===== src/hdl/ior_pkg.sv =====
package ior_pkg;

    localparam int MAX_INTERVALS = 128;
    localparam int DATA_W        = 32;
    localparam int IN_IDX_W      = 7;
    localparam int IDX_W         = $clog2(MAX_INTERVALS);
    localparam int CNT_W         = $clog2(MAX_INTERVALS + 1);
    localparam int CMP_W         = (CNT_W > IN_IDX_W) ? CNT_W : IN_IDX_W;

    // tests made by one probe: every cell but its own
    localparam logic [CNT_W-1:0] PROBE_HOPS = CNT_W'(MAX_INTERVALS - 1);
    // empty hops that prove no cell is left to expand
    localparam logic [CNT_W-1:0] IDLE_LIMIT = CNT_W'(MAX_INTERVALS);
    localparam logic [CNT_W-1:0] TABLE_FULL = CNT_W'(MAX_INTERVALS);

    typedef enum logic [1:0] {
        ST_OK    = 2'd0,
        ST_FULL  = 2'd1,
        ST_NOIDX = 2'd2
    } t_status;

    // cnt: tests left while probe is set, empty hops seen otherwise
    typedef struct packed {
        logic                     present;
        logic                     probe;
        logic signed [DATA_W-1:0] lo;
        logic signed [DATA_W-1:0] hi;
        logic [CNT_W-1:0]         cnt;
    } t_token;

    localparam t_token TOK_FRESH = '{present: 1'b1, probe: 1'b0, lo: '0, hi: '0, cnt: '0};

    typedef struct packed {
        logic             add_go;
        logic             query_go;
        logic             fresh;
        logic [CNT_W-1:0] count;
        logic [IDX_W-1:0] src;
        logic [IDX_W-1:0] dst;
    } t_cmd;

    typedef struct packed {
        logic hit;
        logic quiet;
    } t_ring_stat;

endpackage


===== src/hdl/ior_cell.sv =====
module ior_cell (
    input  logic                              i_clk,
    input  logic                              i_rst_n,
    input  logic                              i_wr,
    input  logic                              i_live,
    input  logic                              i_clear,
    input  logic                              i_seed,
    input  logic signed [ior_pkg::DATA_W-1:0] i_left_end,
    input  logic signed [ior_pkg::DATA_W-1:0] i_right_end,
    input  ior_pkg::t_token                   i_tok,
    output ior_pkg::t_token                   o_tok,
    output logic                              o_hit
);

    logic signed [ior_pkg::DATA_W-1:0] r_lo;
    logic signed [ior_pkg::DATA_W-1:0] r_hi;
    logic                              r_seen;
    logic                              r_pending;
    logic                              r_hit;
    ior_pkg::t_token                   r_tok;

    logic                              n_seen;
    logic                              n_pending;
    logic                              n_hit;
    ior_pkg::t_token                   n_tok;
    logic                              covered;

    always_ff @(posedge i_clk) begin
        if (i_wr) begin
            r_lo <= i_left_end;
            r_hi <= i_right_end;
        end
    end

    always_comb begin
        covered = i_live && (((i_tok.lo > r_lo) && (i_tok.lo < r_hi)) ||
                             ((i_tok.hi > r_lo) && (i_tok.hi < r_hi)));
        n_tok     = i_tok;
        n_seen    = r_seen;
        n_pending = r_pending;
        n_hit     = r_hit;
        if (i_clear) begin
            n_tok.present = 1'b0;
            n_seen        = i_seed;
            n_pending     = i_seed;
            n_hit         = 1'b0;
        end else if (i_tok.present) begin
            if (i_tok.probe) begin
                if (covered) begin
                    n_hit = 1'b1;
                    if (!r_seen) begin
                        n_seen    = 1'b1;
                        n_pending = 1'b1;
                    end
                end
                n_tok.cnt = i_tok.cnt - ior_pkg::CNT_W'(1);
                if (i_tok.cnt == ior_pkg::CNT_W'(1)) begin
                    n_tok.probe = 1'b0;
                end
            end else if (r_pending) begin
                n_pending   = 1'b0;
                n_tok.probe = 1'b1;
                n_tok.lo    = r_lo;
                n_tok.hi    = r_hi;
                n_tok.cnt   = ior_pkg::PROBE_HOPS;
            end else if (i_tok.cnt != ior_pkg::IDLE_LIMIT) begin
                n_tok.cnt = i_tok.cnt + ior_pkg::CNT_W'(1);
            end
        end
    end

    always_ff @(posedge i_clk) begin
        if (!i_rst_n) begin
            r_seen    <= 1'b0;
            r_pending <= 1'b0;
            r_hit     <= 1'b0;
            r_tok     <= '0;
        end else begin
            r_seen    <= n_seen;
            r_pending <= n_pending;
            r_hit     <= n_hit;
            r_tok     <= n_tok;
        end
    end

    assign o_tok = r_tok;
    assign o_hit = r_hit;

endmodule


===== config.mk =====
export PLATFORM = sky130hd
export DESIGN_NAME = ior_cell
export DESIGN_NICKNAME = d
export VERILOG_FILES = /design/src/hdl/ior_pkg.sv /design/src/hdl/ior_cell.sv
export SDC_FILE = /design/constraint.sdc
export NUM_CORES = 1
export LEC_CHECK = 0
export ABC_CLOCK_PERIOD_IN_PS = 2200
export BUFFER_PORTS_ARGS = -buffer_cell sky130_fd_sc_hd__buf_4
export CAP_MARGIN = 20
export CORE_ASPECT_RATIO = 1.4
export CORE_MARGIN = 4
export CORE_UTILIZATION = 48
export DETAILED_ROUTE_END_ITERATION = 12
export PLACE_DENSITY = 0.77
export REMOVE_ABC_BUFFERS = 1
export SYNTH_ARGS = -nofsm -noshare
export SYNTH_HDL_FRONTEND = slang
export SYNTH_SLANG_ARGS = --single-unit

===== constraint.sdc =====
create_clock -name i_clk -period 2.2 [get_ports i_clk]
set_input_delay 0.44 -clock i_clk [delete_from_list [all_inputs] [get_ports i_clk]]
set_output_delay 0.44 -clock i_clk [all_outputs]
set_load 0.01 [all_outputs]

==> results.txt <==
Final cell count without fillers: 1367
Syn Inst Count: 844
Die H: 161.3 µm
Max Fclk: 400.0 MHz
Total track usage: 25.26%
Post-synth ARST share: 0%
Data arrival, critical path: 2.79 ns
Crit end category: register
Num ports: 219
Outcome: complete, but fails checks
Row count: 55
DIE AREA: 18950 µm²
Initial core utilization: 49.41%
Synthesized flop and latch total: 141
Sequential area share after synthesis: 42.98%
Largest net degree at the start of global routing: 65
Area grow syn2layout: 42.64%
Fill count: 1215
Leak: 5.484 nW
Critical path fanouts, max: 3
Max-slew headroom at the worst pin: 69.72%
Final WL: 24580 µm
Hold Crit Class: in2reg
RePlAce Congestion: 0.8696
Ant diodes: 0
Root Buffer: clkbuf_16
Top_reg_cell synth: dfxtp_1
Area contributors post-synth: edfxtp_1 24%, ha_1 20%, dfxtp_1 19%
Initial antenna violation count: 0
Crit path kind: reg2reg
CTS Buf Count: 17
Failing checks: setup timing
RSZ-0062 raised after global routing: yes
CP Data Required Time: 2.49 ns
Vias: 7400
IR drop worst, VDD: 0.5900 mV
FF/Latch Area: 3463 µm²
Mapped cell area: 8058 µm²
Number of synthesized flops with an enable pin: 64
Most frequent cells after synthesis: 163 x nand2_1, 130 x ha_1, 77 x dfxtp_1
Total negative setup slack: -0.8523 ns
WHS: 0.1896 ns
Area of the multi-input gates: 4492 µm²
DP HPWL: 18190 µm
Clk buf depth: 2
Share of the synthesized area in the top cell type: 23.85%
CP Launch Type: register
CTS tree: done
Clock skew: 0.008825 ns
Residual DRC count: 0
Crit share post-route: 113.6%
Pwr per Cell Area: 648.6 nW/µm²
1st-pass router iterations: 4
Pins Over Slew Limit: 0
Layout cell share with drive strength beyond 1: 34.33%
Placed Instances: 1320
Final hold vios: 0
H-tree depth: 4
Grt total ovfl: 0
Sink Count: 141
Reg2reg setup slack: -0.30 ns
Actual slew at the worst max-slew pin: 0.4495 ns
Min Clock Period, post-route: 2.500 ns
Port bufs: 218
Die W: 117.5 µm
WL per Instance: 17.98 µm
Post-route ant nets: 0
First-pass GRT wire length: 38330 µm
Most frequent cell after synthesis: nand2_1
Final worst slack: -0.2997 ns
Core area: 16310 µm²
Clk Latency, worst-skew pair: 0.42 ns
Final #Nets: 1430
Final Setup Violations: 3
Syn Area/Cell: 9.547 µm²
Register clock-pin slew on the reported worst setup and hold paths: 0.06 ns
Synth area leader: edfxtp_1
Final design utilization: 70.47%
Initial DRC count: 388
Synth Warn #: 0
Cts hold-fix bufs: 0
MaxCap Viol Count: 0
Distinct cells, synth: 49
Vias/cell: 5.413
Vias in the first global route: 7768
[critical path, cell delays in order, from the launching register on]
cell	delay, ns
edfxtp_1	0.39
inv_2	0.07
buf_4	0.13
ha_1	0.29
nand4_1	0.19
nor2_1	0.10
a221oi_1	0.34
a31oi_1	0.20
a211oi_2	0.25
a21oi_2	0.06
o2111ai_2	0.23
o22ai_1	0.11
[worst paths after layout]
path,start,to,cells past startpoint
setup / recovery,r_lo[10],r_pending,11
hold / removal,i_left_end[7],r_lo[7],1
setup reg to reg,r_lo[10],r_pending,11
hold reg to reg,o_hit,o_hit,2
[state kept, by name, summed over array words and instances, names as in the netlist]
| name | cells |
|---|---|
| o_tok | 74 |
| o_hit | 1 |
| r_hi | 32 |
| r_lo | 32 |
| r_pending | 1 |
| r_seen | 1 |
[area by class of cell]
type / instances / share of cell area [%]
well taps: 199 / 2.166
flip-flops and latches: 141 / 30.13
clock inverters: 12 / 1.067
repair buffers: 321 / 21.25
multi-input cells: 600 / 39.08
inverters: 75 / 2.449
clock buffers: 19 / 3.854
[per-layer routing]
layer | share of wire [%] | up-vias | track usage (%)
met2 | 54 | 267 | 47.05
met1 | 36 | 3423 | 26.46
li1 | - | 3643 | -
met4 | 4.3 | 0 | 12.91
met5 | 0 | - | 0
met3 | 5.8 | 67 | 5.884
[layout by cell type, fill, tap and decap left out, types with 15 or more instances in the layout]
| cell type | instances |
|---|---|
| a21boi_0 | 65 |
| a21o_1 | 15 |
| a21oi_1 | 47 |
| buf_4 | 317 |
| clkbuf_16 | 17 |
| dfxtp_1 | 77 |
| edfxtp_1 | 64 |
| ha_1 | 119 |
| inv_1 | 61 |
| nand2_1 | 163 |
| nand3_1 | 15 |
| nand4_1 | 23 |
| nor2_1 | 15 |
| o21ai_0 | 20 |
[cells by family after synthesis]
group	share of synthesized area, %
adder cells (fa/ha/maj)	20.19
buffers and inverters	4.814
AO/OA/AOI/OAI	16.85
multiplexers	0.2485
XOR/XNOR	0.2174
AND/OR/NAND/NOR	14.71
flip-flops	42.98
[stage by stage]
step	cell area, µm²	worst slack [ns]	power, mW
floorplan	7951	-2.301	3.722
global placement	10520	-0.6005	4.516
detailed placement	10520	-0.6316	4.555
CTS	11170	-0.3156	7.365
global route	11490	-0.4133	7.786
finish	11490	-0.2997	7.455
[power breakdown]
group	internal [mW]	switching, mW
clock network	1.68	1.11
logic	0.839	0.806
registers	2.94	0.0893
[repair_timing]
item / in CTS / in global routing
setup endpoints to repair: 3 / 3
pin swaps: 10 / 30
resized for setup: 13 / 47
setup buffers: 4 / 15
Power figures use the tool's default switching activity.
