`src/hdl/ior_pkg.sv`:
```
package ior_pkg;

    localparam int MAX_INTERVALS = 128;
    localparam int DATA_W        = 32;
    localparam int IN_IDX_W      = 7;
    localparam int IDX_W         = $clog2(MAX_INTERVALS);
    localparam int CNT_W         = $clog2(MAX_INTERVALS + 1);
    localparam int CMP_W         = (CNT_W > IN_IDX_W) ? CNT_W : IN_IDX_W;

    // tests made by one probe: every cell but its own
    localparam logic [CNT_W-1:0] PROBE_HOPS = CNT_W'(MAX_INTERVALS - 1);
    // empty hops that prove no cell is left to expand
    localparam logic [CNT_W-1:0] IDLE_LIMIT = CNT_W'(MAX_INTERVALS);
    localparam logic [CNT_W-1:0] TABLE_FULL = CNT_W'(MAX_INTERVALS);

    typedef enum logic [1:0] {
        ST_OK    = 2'd0,
        ST_FULL  = 2'd1,
        ST_NOIDX = 2'd2
    } t_status;

    // cnt: tests left while probe is set, empty hops seen otherwise
    typedef struct packed {
        logic                     present;
        logic                     probe;
        logic signed [DATA_W-1:0] lo;
        logic signed [DATA_W-1:0] hi;
        logic [CNT_W-1:0]         cnt;
    } t_token;

    localparam t_token TOK_FRESH = '{present: 1'b1, probe: 1'b0, lo: '0, hi: '0, cnt: '0};

    typedef struct packed {
        logic             add_go;
        logic             query_go;
        logic             fresh;
        logic [CNT_W-1:0] count;
        logic [IDX_W-1:0] src;
        logic [IDX_W-1:0] dst;
    } t_cmd;

    typedef struct packed {
        logic hit;
        logic quiet;
    } t_ring_stat;

endpackage

```
`src/hdl/ior_ctrl.sv`:
```
module ior_ctrl (
    input  logic                          i_clk,
    input  logic                          i_rst_n,
    input  logic                          i_start,
    input  logic                          i_mode,
    input  logic [ior_pkg::IN_IDX_W-1:0]  i_source_index,
    input  logic [ior_pkg::IN_IDX_W-1:0]  i_target_index,
    input  ior_pkg::t_ring_stat           i_stat,
    output logic                          o_busy,
    output logic                          o_valid,
    output logic                          o_reachable,
    output logic [1:0]                    o_status,
    output ior_pkg::t_cmd                 o_cmd
);

    typedef enum logic [1:0] {
        S_IDLE = 2'b01,
        S_WALK = 2'b10
    } t_state;

    t_state                      r_state;
    t_state                      n_state;
    logic [ior_pkg::CNT_W-1:0]   r_count;
    logic [ior_pkg::IDX_W-1:0]   r_dst;
    logic                        r_fresh;
    logic                        r_valid;
    logic                        n_valid;
    logic                        r_reach;
    logic                        n_reach;
    ior_pkg::t_status            r_status;
    ior_pkg::t_status            n_status;

    logic accept;
    logic idx_ok;
    logic full;
    logic add_go;
    logic query_go;

    assign accept   = i_start && (r_state == S_IDLE);
    assign full     = (r_count == ior_pkg::TABLE_FULL);
    assign idx_ok   = (ior_pkg::CMP_W'(i_source_index) < ior_pkg::CMP_W'(r_count)) &&
                      (ior_pkg::CMP_W'(i_target_index) < ior_pkg::CMP_W'(r_count));
    assign add_go   = accept && !i_mode && !full;
    assign query_go = accept && i_mode && idx_ok;

    always_comb begin
        n_state  = r_state;
        n_valid  = 1'b0;
        n_reach  = 1'b0;
        n_status = ior_pkg::ST_OK;
        case (r_state)
            S_IDLE: begin
                if (accept) begin
                    if (!i_mode) begin
                        n_valid  = 1'b1;
                        n_status = full ? ior_pkg::ST_FULL : ior_pkg::ST_OK;
                    end else if (!idx_ok) begin
                        n_valid  = 1'b1;
                        n_status = ior_pkg::ST_NOIDX;
                    end else begin
                        n_state = S_WALK;
                    end
                end
            end
            S_WALK: begin
                if (i_stat.hit) begin
                    n_valid = 1'b1;
                    n_reach = 1'b1;
                    n_state = S_IDLE;
                end else if (i_stat.quiet) begin
                    n_valid = 1'b1;
                    n_state = S_IDLE;
                end
            end
            default: begin
                n_state = S_IDLE;
            end
        endcase
    end

    always_ff @(posedge i_clk) begin
        if (!i_rst_n) begin
            r_state  <= S_IDLE;
            r_count  <= '0;
            r_fresh  <= 1'b0;
            r_valid  <= 1'b0;
            r_reach  <= 1'b0;
            r_status <= ior_pkg::ST_OK;
        end else begin
            r_state  <= n_state;
            r_fresh  <= query_go;
            r_valid  <= n_valid;
            r_reach  <= n_reach;
            r_status <= n_status;
            if (add_go) begin
                r_count <= r_count + ior_pkg::CNT_W'(1);
            end
        end
    end

    always_ff @(posedge i_clk) begin
        if (query_go) begin
            r_dst <= ior_pkg::IDX_W'(i_target_index);
        end
    end

    assign o_cmd.add_go   = add_go;
    assign o_cmd.query_go = query_go;
    assign o_cmd.fresh    = r_fresh;
    assign o_cmd.count    = r_count;
    assign o_cmd.src      = ior_pkg::IDX_W'(i_source_index);
    assign o_cmd.dst      = r_dst;

    assign o_busy      = (r_state != S_IDLE);
    assign o_valid     = r_valid;
    assign o_reachable = r_reach;
    assign o_status    = r_status;

endmodule

```
`config.mk`:
```
export PLATFORM = sky130hd
export DESIGN_NAME = ior_ctrl
export DESIGN_NICKNAME = d
export VERILOG_FILES = /design/src/hdl/ior_pkg.sv /design/src/hdl/ior_ctrl.sv
export SDC_FILE = /design/constraint.sdc
export NUM_CORES = 1
export LEC_CHECK = 0
export BUFFER_PORTS_ARGS = -buffer_cell sky130_fd_sc_hd__buf_2
export CORE_MARGIN = 5
export CORE_UTILIZATION = 43
export CTS_CLUSTER_DIAMETER = 200
export DETAILED_ROUTE_END_ITERATION = 16
export PLACE_DENSITY = 0.72
export SETUP_SLACK_MARGIN = 0.15
export SKIP_LAST_GASP = 1
export SLEW_MARGIN = 30
export SYNTH_ARGS = -nofsm -noshare
export SYNTH_HDL_FRONTEND = slang
export SYNTH_SLANG_ARGS = --single-unit
```
`constraint.sdc`:
```
create_clock -name i_clk -period 2.7 [get_ports i_clk]
set_input_delay 0.54 -clock i_clk [delete_from_list [all_inputs] [get_ports i_clk]]
set_output_delay 0.54 -clock i_clk [all_outputs]
set_load 0.05 [all_outputs]
```
==> results.toml, run 1 <==
[routing]
wl_met2_um = 1459
drt-pass1-iter-count = 4
wl_met1_um = 1304
vias = 1067
top_layer_used = "met4"
via_per_inst = 5.155
routed_wirelength_um = 2964
final_antenna_net_count = 0
drc = 0
wl_met3_um = 149
first_iter_violations = 27
wire_per_inst_um = 14.32

[synth]
synthDistinctLibCells = 41
yosys_register_bits = 22
syn_area_per_cell_um2 = 10.65
synth_top_cell_area_share = 0.2312
yosys.area.top_type = "dfxtp_1"
ys_warn_count = 0
yosys-top-cells-area = "dfxtp_1, edfxtp_1, ha_1, buf_4, inv_1"
ys_async_sr_fraction = 0
synth_cells = 122
synth_most_common_cell = "ha_1"
synthTopCellsByCount = "ha_1, dfxtp_1, buf_4, inv_1, edfxtp_1"
yosys_most_used_dff = "dfxtp_1"
synth_area_mm2 = 0.001299
synth_edf_count = 7
syn_nets = 158
ys_seq_area_frac = 0.3931

[clock_network]
hold_buffers = 0
clk_pin_slew_ns = 0.12
htreeDepth = 1
clock_path_buffers = 2
cts_root_buf = "clkbuf_4"
cts_tree = "yes"
cts_sinks = 22
insertion_delay_ns = 0.30
cts_buffers = 3

[cells_and_area]
nNetsFinal = 211
num_antenna_cells = 0
area_growth_pct = 33.53
layout-drive-gt1-share = 0.5000

[die]
fp-row-count = 20
die_w_um = 64.96
io_pins = 50
die_h_um = 64.96
core_mm2 = 0.002978
start_util = 0.4361
die_area_mm2 = 0.004219

[timing]
slew_viol_final = 0
tightest_slew_ns = 0.2726
setup_tns_ns = 0
fin_crit_sh = 0.9184
fmax_mhz = 403.3
maxSlewHeadroom = 0.8177
setup_viol = 0
period_needed_ns = 2.480
grt_setup_unrepaired = "no"
skew_ns = 0.006101
hold_viol = 0

[critical_path]
arrival_ns = 1.94
rr_endpoint = "r_state[0]$_SDFFE_PN1P_"
critical_path_class = "reg -> out"
r2r_start = "r_count[2]$_SDFFE_PN0P_"
r2r_cells = 8
worstPathRequired_ns = 2.16
cp-end-kind = "output pin"
crit_fanout = 3
critPathLaunchType = "register"
r2r_setup_slack_ns = 0.76

[hold_path]
hp-class = "in -> reg"
whs_path_depth = 1
min_from = "i_target_index[1]"
whs_endpoint = "r_dst[1]$_DFFE_PP_"

[power_and_ir_drop]
p_per_area_mw_per_mm2 = 373.5
finalPower_mw = 0.6476
power_leakage_nw = 0.7786
peakVddDrop_v = 0.0001806

[global_routing]
first_global_vias = 991
grt_overflow = 0
grt_usage = 0.1323
grt_pass1_wl_um = 4429
antenna_found_initial = 0
grt_start_max_net_pins = 14

[run_status]
outcome = "finished clean"

[placed_design]
dp_hpwl_um = 2283
place_congestion = 0.8213
port_buffers = 49

[run]
maxCapViolCount = 0
## power by group
group          total [mW]  internal (mW)  switching, mW
clock               0.153         0.0575         0.0955
sequential          0.346          0.342        0.00379
combinational       0.149         0.0544         0.0942
## logic make-up after synthesis
| family | count (synthesis) | share of synthesized area |
|---|---|---|
| muxes | 1 | 0.007707 |
| DFF | 22 | 0.3931 |
| adders and majority gates | 16 | 0.1541 |
| AOI/OAI and AO/OA | 22 | 0.1349 |
| buffers and inverters | 21 | 0.08959 |
| xor gates and xnor gates | 5 | 0.03372 |
| and+or+nand+nor | 35 | 0.1869 |
## worst max path at each step
stage / depth (start not counted) / slack, ns / start / endpoint
after floorplan: 7 / 0.15 / r_count[2]$_SDFFE_PN0P_ / o_cmd[23]
after global placement: 7 / 0.18 / i_source_index[2] / o_cmd[23]
after detailed placement: 7 / 0.12 / i_target_index[2] / o_cmd[23]
after CTS: 6 / 0.16 / r_count[6]$_SDFFE_PN0P_ / o_cmd[23]
after global routing: 7 / 0.12 / r_count[3]$_SDFFE_PN0P_ / o_cmd[23]
final: 7 / 0.22 / r_count[2]$_SDFFE_PN0P_ / o_cmd[23]
## placed cells by master (no fill, tap or decap), types with 2 or more instances in the layout
cell type   n
and2_1      5
o21ai_0     3
dfxtp_4     5
buf_4      10
edfxtp_1    7
ha_1       11
nand3_1     3
nand4_1     3
clkbuf_4    3
a21o_1      2
and4b_1     2
a31oi_2     3
ha_4        4
buf_2      48
a211o_1     2
dfxtp_1     9
xnor2_1     4
a21boi_1    2
nand2_1     4
nand2b_1    3
and3_1      3
inv_1       8
## critical path, stage by stage (launching register included)
cell	delay, ns
dfxtp_4	0.39
inv_6	0.04
ha_4	0.21
a211o_1	0.30
a31oi_2	0.17
o22ai_2	0.12
nor3_4	0.22
buf_6	0.18
## routing by layer
| metal | vias up | track usage |
|---|---|---|
| met5 | - | 0 |
| met4 | 0 | 0.05805 |
| met3 | 4 | 0.02600 |
| met2 | 29 | 0.2197 |
| met1 | 493 | 0.1651 |
| li1 | 541 | - |
## repair_timing
item | 4_1_cts | 5_1_grt
pin swaps | 2 | 4
setup buffers | 1 | 6
resized for setup | 3 | 17
endpoints found under the setup margin | 1 | 1
## through the flow
stage          area, um^2  setup WS, ns  hold WS, ns    util  instances
2_1_floorplan        1320        0.1506       0.4594       -        122
3_3_place_gp         1550        0.1756       0.4829  0.5206        196
3_5_place_dp         1550        0.1189       0.4862  0.5206        196
4_1_cts              1590        0.1565       0.4085  0.5340        201
5_1_grt              1734        0.1248       0.4165  0.5824        207
6_report             1734        0.2204       0.4263  0.5824        207
## area by class of cell
type | instances | area [um^2]
well taps | 33 | 41.29
repair buffers | 59 | 326.6
inverters | 10 | 46.29
fillers | 247 | 1244
flip-flops and latches | 22 | 530.5
multi-input cells | 79 | 763.2
clock buffers | 4 | 26.28
## state kept, by name, indices dropped and copies added, names as in the netlist
signal       cells
r_fresh          1
r_count          8
o_reachable      1
r_state          2
o_status         2
r_dst            7
o_valid          1
Note: power is estimated with default switching activity, not from simulation.
==> inputs of run 2 (changes only) <==
CORE_UTILIZATION = 48   (was 43)
PLACE_DENSITY = 0.77   (was 0.72)
clock period = 2.6 ns   (was 2.7 ns; I/O delays follow)
==> run 2 against run 1 <==
Global-route usage rose by 3.5 points. Routed wire length increased by 4.9%. Sequential share of layout area rose by 0.44 points.
==> results.toml, run 2 (synthesized netlist as in run 1, its figures left out) <==
[clock_network]
hold_buffers = 0
cts_buffers = 3
cts_sinks = 22
cts_tree = "yes"
insertion_delay_ns = 0.31
htreeDepth = 1
cts_root_buf = "clkbuf_4"
clock_path_buffers = 2
clk_pin_slew_ns = 0.13

[run_status]
outcome = "finished clean"

[die]
core_mm2 = 0.002522
die_area_mm2 = 0.003846
io_pins = 50
die_h_um = 62.02
fp-row-count = 18
start_util = 0.5149
die_w_um = 62.02

[routing]
routed_wirelength_um = 3108
drc = 0
wire_per_inst_um = 15.16
first_iter_violations = 22
final_antenna_net_count = 0
via_per_inst = 5.522
vias = 1132
drt-pass1-iter-count = 4

[timing]
grt_setup_unrepaired = "yes"
fmax_mhz = 407.9
fin_crit_sh = 0.9430
slew_viol_final = 0
skew_ns = 0.003473
hold_viol = 0
period_needed_ns = 2.452
tightest_slew_ns = 0.3742
setup_tns_ns = 0
whs_ns = 0.3892
setup_viol = 0
maxSlewHeadroom = 0.7493

[global_routing]
grt_pass1_wl_um = 4733
grt_usage = 0.1672
first_global_vias = 1095
grt_overflow = 0
antenna_found_initial = 0
grt_start_max_net_pins = 14

[cells_and_area]
final_cell_mix = "buf_2, ha_1, buf_4"
largest_reg_flops = 8
final_design_area_no_fill_mm2 = 0.001718
final_core_util = 0.6811
reg.largest.list = "r_count x8, r_dst x7"
nNetsFinal = 212
largest_register = "r_count"
area_growth_pct = 32.27
mostFrequentLayoutCell = "buf_2"
layout-drive-gt1-share = 0.4857
num_antenna_cells = 0

[critical_path]
critPathLaunchType = "register"
slowest_stage = "dfxtp_4"
worstPathRequired_ns = 2.08
cp_cell_sequence = "inv_1 -> ha_1 -> a211o_1 -> a31oi_2 -> o22ai_2 -> nor3_4 -> buf_6"
critical_path_class = "reg -> out"
cp-end-kind = "output pin"
arrival_ns = 1.93
max_stage_delay_ns = 0.37
crit_fanout = 3

[placed_design]
place_congestion = 0.8532
dp_hpwl_um = 2417
placed_cell_area_mm2 = 0.001554
port_buffers = 49

[power_and_ir_drop]
p_per_area_mw_per_mm2 = 430.4
power_leakage_nw = 0.7932
finalPower_mw = 0.7394
peakVddDrop_v = 0.0003771

[hold_path]
hp-class = "in -> reg"

[run]
maxCapViolCount = 0
==> run 2: cell types whose count changed in the layout (fill, tap and decap cells not counted), sizes merged <==
cell / change
buf: +1
clkinvlp: -1
inv: +1
==> run 2: layout make-up <==
cell class / count / area (um^2)
fill: 198 / 804.5
multi-input combinational: 79 / 723.2
sequential: 22 / 533.0
timing repair buffer: 60 / 334.1
clock buffer: 4 / 47.55
inverter: 10 / 42.54
tap: 30 / 37.54
==> run 2: final timing paths <==
| kind | startpoint | endpoint | slack [ns] | depth (start not counted) |
|---|---|---|---|---|
| worst max register to register | r_count[3]$_SDFFE_PN0P_ | r_state[0]$_SDFFE_PN1P_ | 0.66 | 8 |
| worst min-delay path | i_target_index[0] | r_dst[0]$_DFFE_PP_ | 0.39 | 1 |
| worst max-delay path | r_count[3]$_SDFFE_PN0P_ | o_cmd[23] | 0.15 | 7 |
| worst min register to register | r_state[1]$_SDFFE_PN0P_ | r_state[1]$_SDFFE_PN0P_ | 0.51 | 2 |
==> run 2: timing repair <==
item | CTS | global route
setup endpoints to repair | 1 | 1
gates resized for setup | 9 | 4
pin swaps | 2 | 1
buffers inserted | 6 | 2
==> run 2: layer usage <==
| metal | vias up | wire length, um | share of wire | track usage |
|---|---|---|---|---|
| met1 | 532 | 1190 | 0.38 | 0.1977 |
| met5 | - | 0 | 0 | 0 |
| met2 | 48 | 1608 | 0.52 | 0.3047 |
| li1 | 546 | - | - | - |
| met3 | 6 | 275 | 0.088 | 0.02893 |
| met4 | 0 | 34 | 0.011 | 0.05152 |
==> run 2: report_power, final <==
group          switching, mW  internal [mW]  total, mW
combinational         0.0963         0.0537      0.150
sequential           0.00397          0.354      0.358
clock                  0.114          0.117      0.231
==> run 2: stage by stage <==
stage	std cells	setup WS [ns]
2_1_floorplan	122	0.1564
3_3_place_gp	193	0.1196
3_5_place_dp	193	0.06727
4_1_cts	203	0.1359
5_1_grt	205	0.05079
6_report	205	0.1482
==> run 2: critical path: cells and delay by family, from the launching register on <==
family	cells	cell delay [ns]
flops	1	0.37
fa+ha+maj	1	0.21
simple gates	1	0.20
buf+inv	2	0.25
compound gates	3	0.59
==> inputs of run 3 (changes only) <==
CELL_PAD_IN_SITES_DETAIL_PLACEMENT = 1   (was not set)
CELL_PAD_IN_SITES_GLOBAL_PLACEMENT = 1   (was not set)
CORE_UTILIZATION = 36   (was 48)
==> run 3 against run 2 <==
Total power shrank 9.2%. Register-to-register slack better by 0.08 ns. Clock-buffer cell count unchanged. Routed wire length grew 8.1%. Worst setup slack gained 0.049 ns. Global-route usage shrank 2.3 points. Hold slack improved by 0.017 ns. Combinational power about the same. Sequential share of layout area fell by 0.090 points. Critical path depth unchanged. Via count shrank 3.4%. Largest cell class unchanged. Largest power group unchanged.
==> results.toml, run 3 (synthesized netlist as in run 1, its figures left out) <==
[run_status]
outcome = "finished clean"

[timing]
skew_ns = 0.0003469
fin_crit_sh = 0.9241
setup_tns_ns = 0
period_needed_ns = 2.403
grt_setup_unrepaired = "yes"
tightest_slew_ns = 0.3011
hold_viol = 0
fmax_mhz = 416.2
setup_viol = 0
maxSlewHeadroom = 0.7990
whs_ns = 0.4060
slew_viol_final = 0

[cells_and_area]
largest_register = "r_count"
regArea_um2 = 533.0
area_growth_pct = 32.66
num_antenna_cells = 0
nFillCells = 411
layout-drive-gt1-share = 0.4826
final_cell_mix = "buf_2, ha_1, dfxtp_1"
mostFrequentLayoutCell = "buf_2"
reg.largest.list = "r_count x8, r_dst x7"
multi_input_area_um2 = 754.5
nNetsFinal = 209
final_design_area_no_fill_mm2 = 0.001723
largest_reg_flops = 8
final_core_util = 0.5044

[clock_network]
cts_tree = "yes"
hold_buffers = 0
clk_pin_slew_ns = 0.12
htreeDepth = 1
cts_root_buf = "clkbuf_4"
cts_sinks = 22
clock_path_buffers = 2
insertion_delay_ns = 0.30
cts_buffers = 3

[critical_path]
arrival_ns = 1.88
r2r_start = "r_count[5]$_SDFFE_PN0P_"
slowest_stage = "dfxtp_4"
crit_fanout = 5
r2r_setup_slack_ns = 0.74
max_stage_delay_ns = 0.38
critical_path_class = "reg -> out"
rr_endpoint = "r_state[0]$_SDFFE_PN1P_"
path_buf_inv = 2
startpoint = "r_count[1]$_SDFFE_PN0P_"
cp_top_family = "compound AO/OA/AOI/OAI gates"
worstPathRequired_ns = 2.08
critPathLaunchType = "register"
critical_path.endpoint = "o_cmd[23]"
cp_cell_sequence = "inv_1 -> ha_1 -> a211o_1 -> a31oi_2 -> o22ai_2 -> nor3_4 -> buf_6"
r2r_cells = 8
cp_num_cells = 7
cp-end-kind = "output pin"

[routing]
first_iter_violations = 35
final_antenna_net_count = 0
wire_per_inst_um = 15.41
drt-pass1-iter-count = 4
via_per_inst = 5.014
drc = 0
routed_wirelength_um = 3360
vias = 1093

[die]
core_mm2 = 0.003416
die_h_um = 70.07
io_pins = 50
die_area_mm2 = 0.004909
start_util = 0.3802
die_w_um = 70.07
fp-row-count = 21

[power_and_ir_drop]
p_per_area_mw_per_mm2 = 389.6
power_leakage_nw = 0.7719
peakVddDrop_v = 0.0001339

[global_routing]
grt_start_max_net_pins = 14
grt_pass1_wl_um = 5727
grt_usage = 0.1447
antenna_found_initial = 0
grt_overflow = 0
first_global_vias = 1225

[placed_design]
port_buffers = 49
place_congestion = 0.7765
dp_hpwl_um = 2777
placed_cell_area_mm2 = 0.001574

[run]
maxCapViolCount = 0

[hold_path]
hp-class = "in -> reg"
run 3: final cells by class:
cell class	count	area share
Tap cell	46	0.03341
Timing Repair Buffer	57	0.1808
Clock buffer	4	0.01525
Inverter	10	0.02324
Multi-Input combinational cell	79	0.4379
Sequential cell	22	0.3094
run 3: per-stage QoR:
stage / setup slack (ns) / total power [mW] / cells
final: 0.1974 / 0.6713 / 218
after global routing: 0.08847 / 0.7147 / 218
after CTS: 0.1587 / 0.6829 / 216
after detailed placement: 0.05759 / 0.5123 / 209
after global placement: 0.1328 / 0.5052 / 209
after floorplan: 0.1564 / 0.4716 / 122
run 3: where the power goes:
group          internal, mW  switching (mW)  leakage, nW
Combinational        0.0546          0.0982        0.567
Sequential            0.354         0.00457        0.190
Clock                0.0598          0.0998       0.0150
Total                 0.469           0.203        0.772
run 3: routing by layer:
layer	track usage	routed length (um)
met5	0	0
met1	0.1753	1459
met3	0.02869	147
met4	0.05106	51
met2	0.2529	1702
run 3: what timing repair did:
| item | CTS | global route |
|---|---|---|
| gates resized for setup | 9 | 6 |
| gates cloned | 0 | 0 |
| buffers inserted | 3 | 2 |
| endpoints found under the setup margin | 1 | 2 |
| pin swaps | 4 | 0 |
run 3: worst min-delay path by stage:
stage                       startpoint                      end  slack, ns  cells after the start
4_1_cts              i_target_index[5]       r_dst[5]$_DFFE_PP_       0.39                      1
5_1_grt              i_target_index[5]       r_dst[5]$_DFFE_PP_       0.38                      1
6_report             i_target_index[5]       r_dst[5]$_DFFE_PP_       0.41                      1
3_3_place_gp   r_state[1]$_SDFFE_PN0P_  r_state[1]$_SDFFE_PN0P_       0.48                      2
2_1_floorplan  r_state[1]$_SDFFE_PN0P_  r_state[1]$_SDFFE_PN0P_       0.46                      2
3_5_place_dp   r_state[0]$_SDFFE_PN1P_  r_state[0]$_SDFFE_PN1P_       0.50                      1
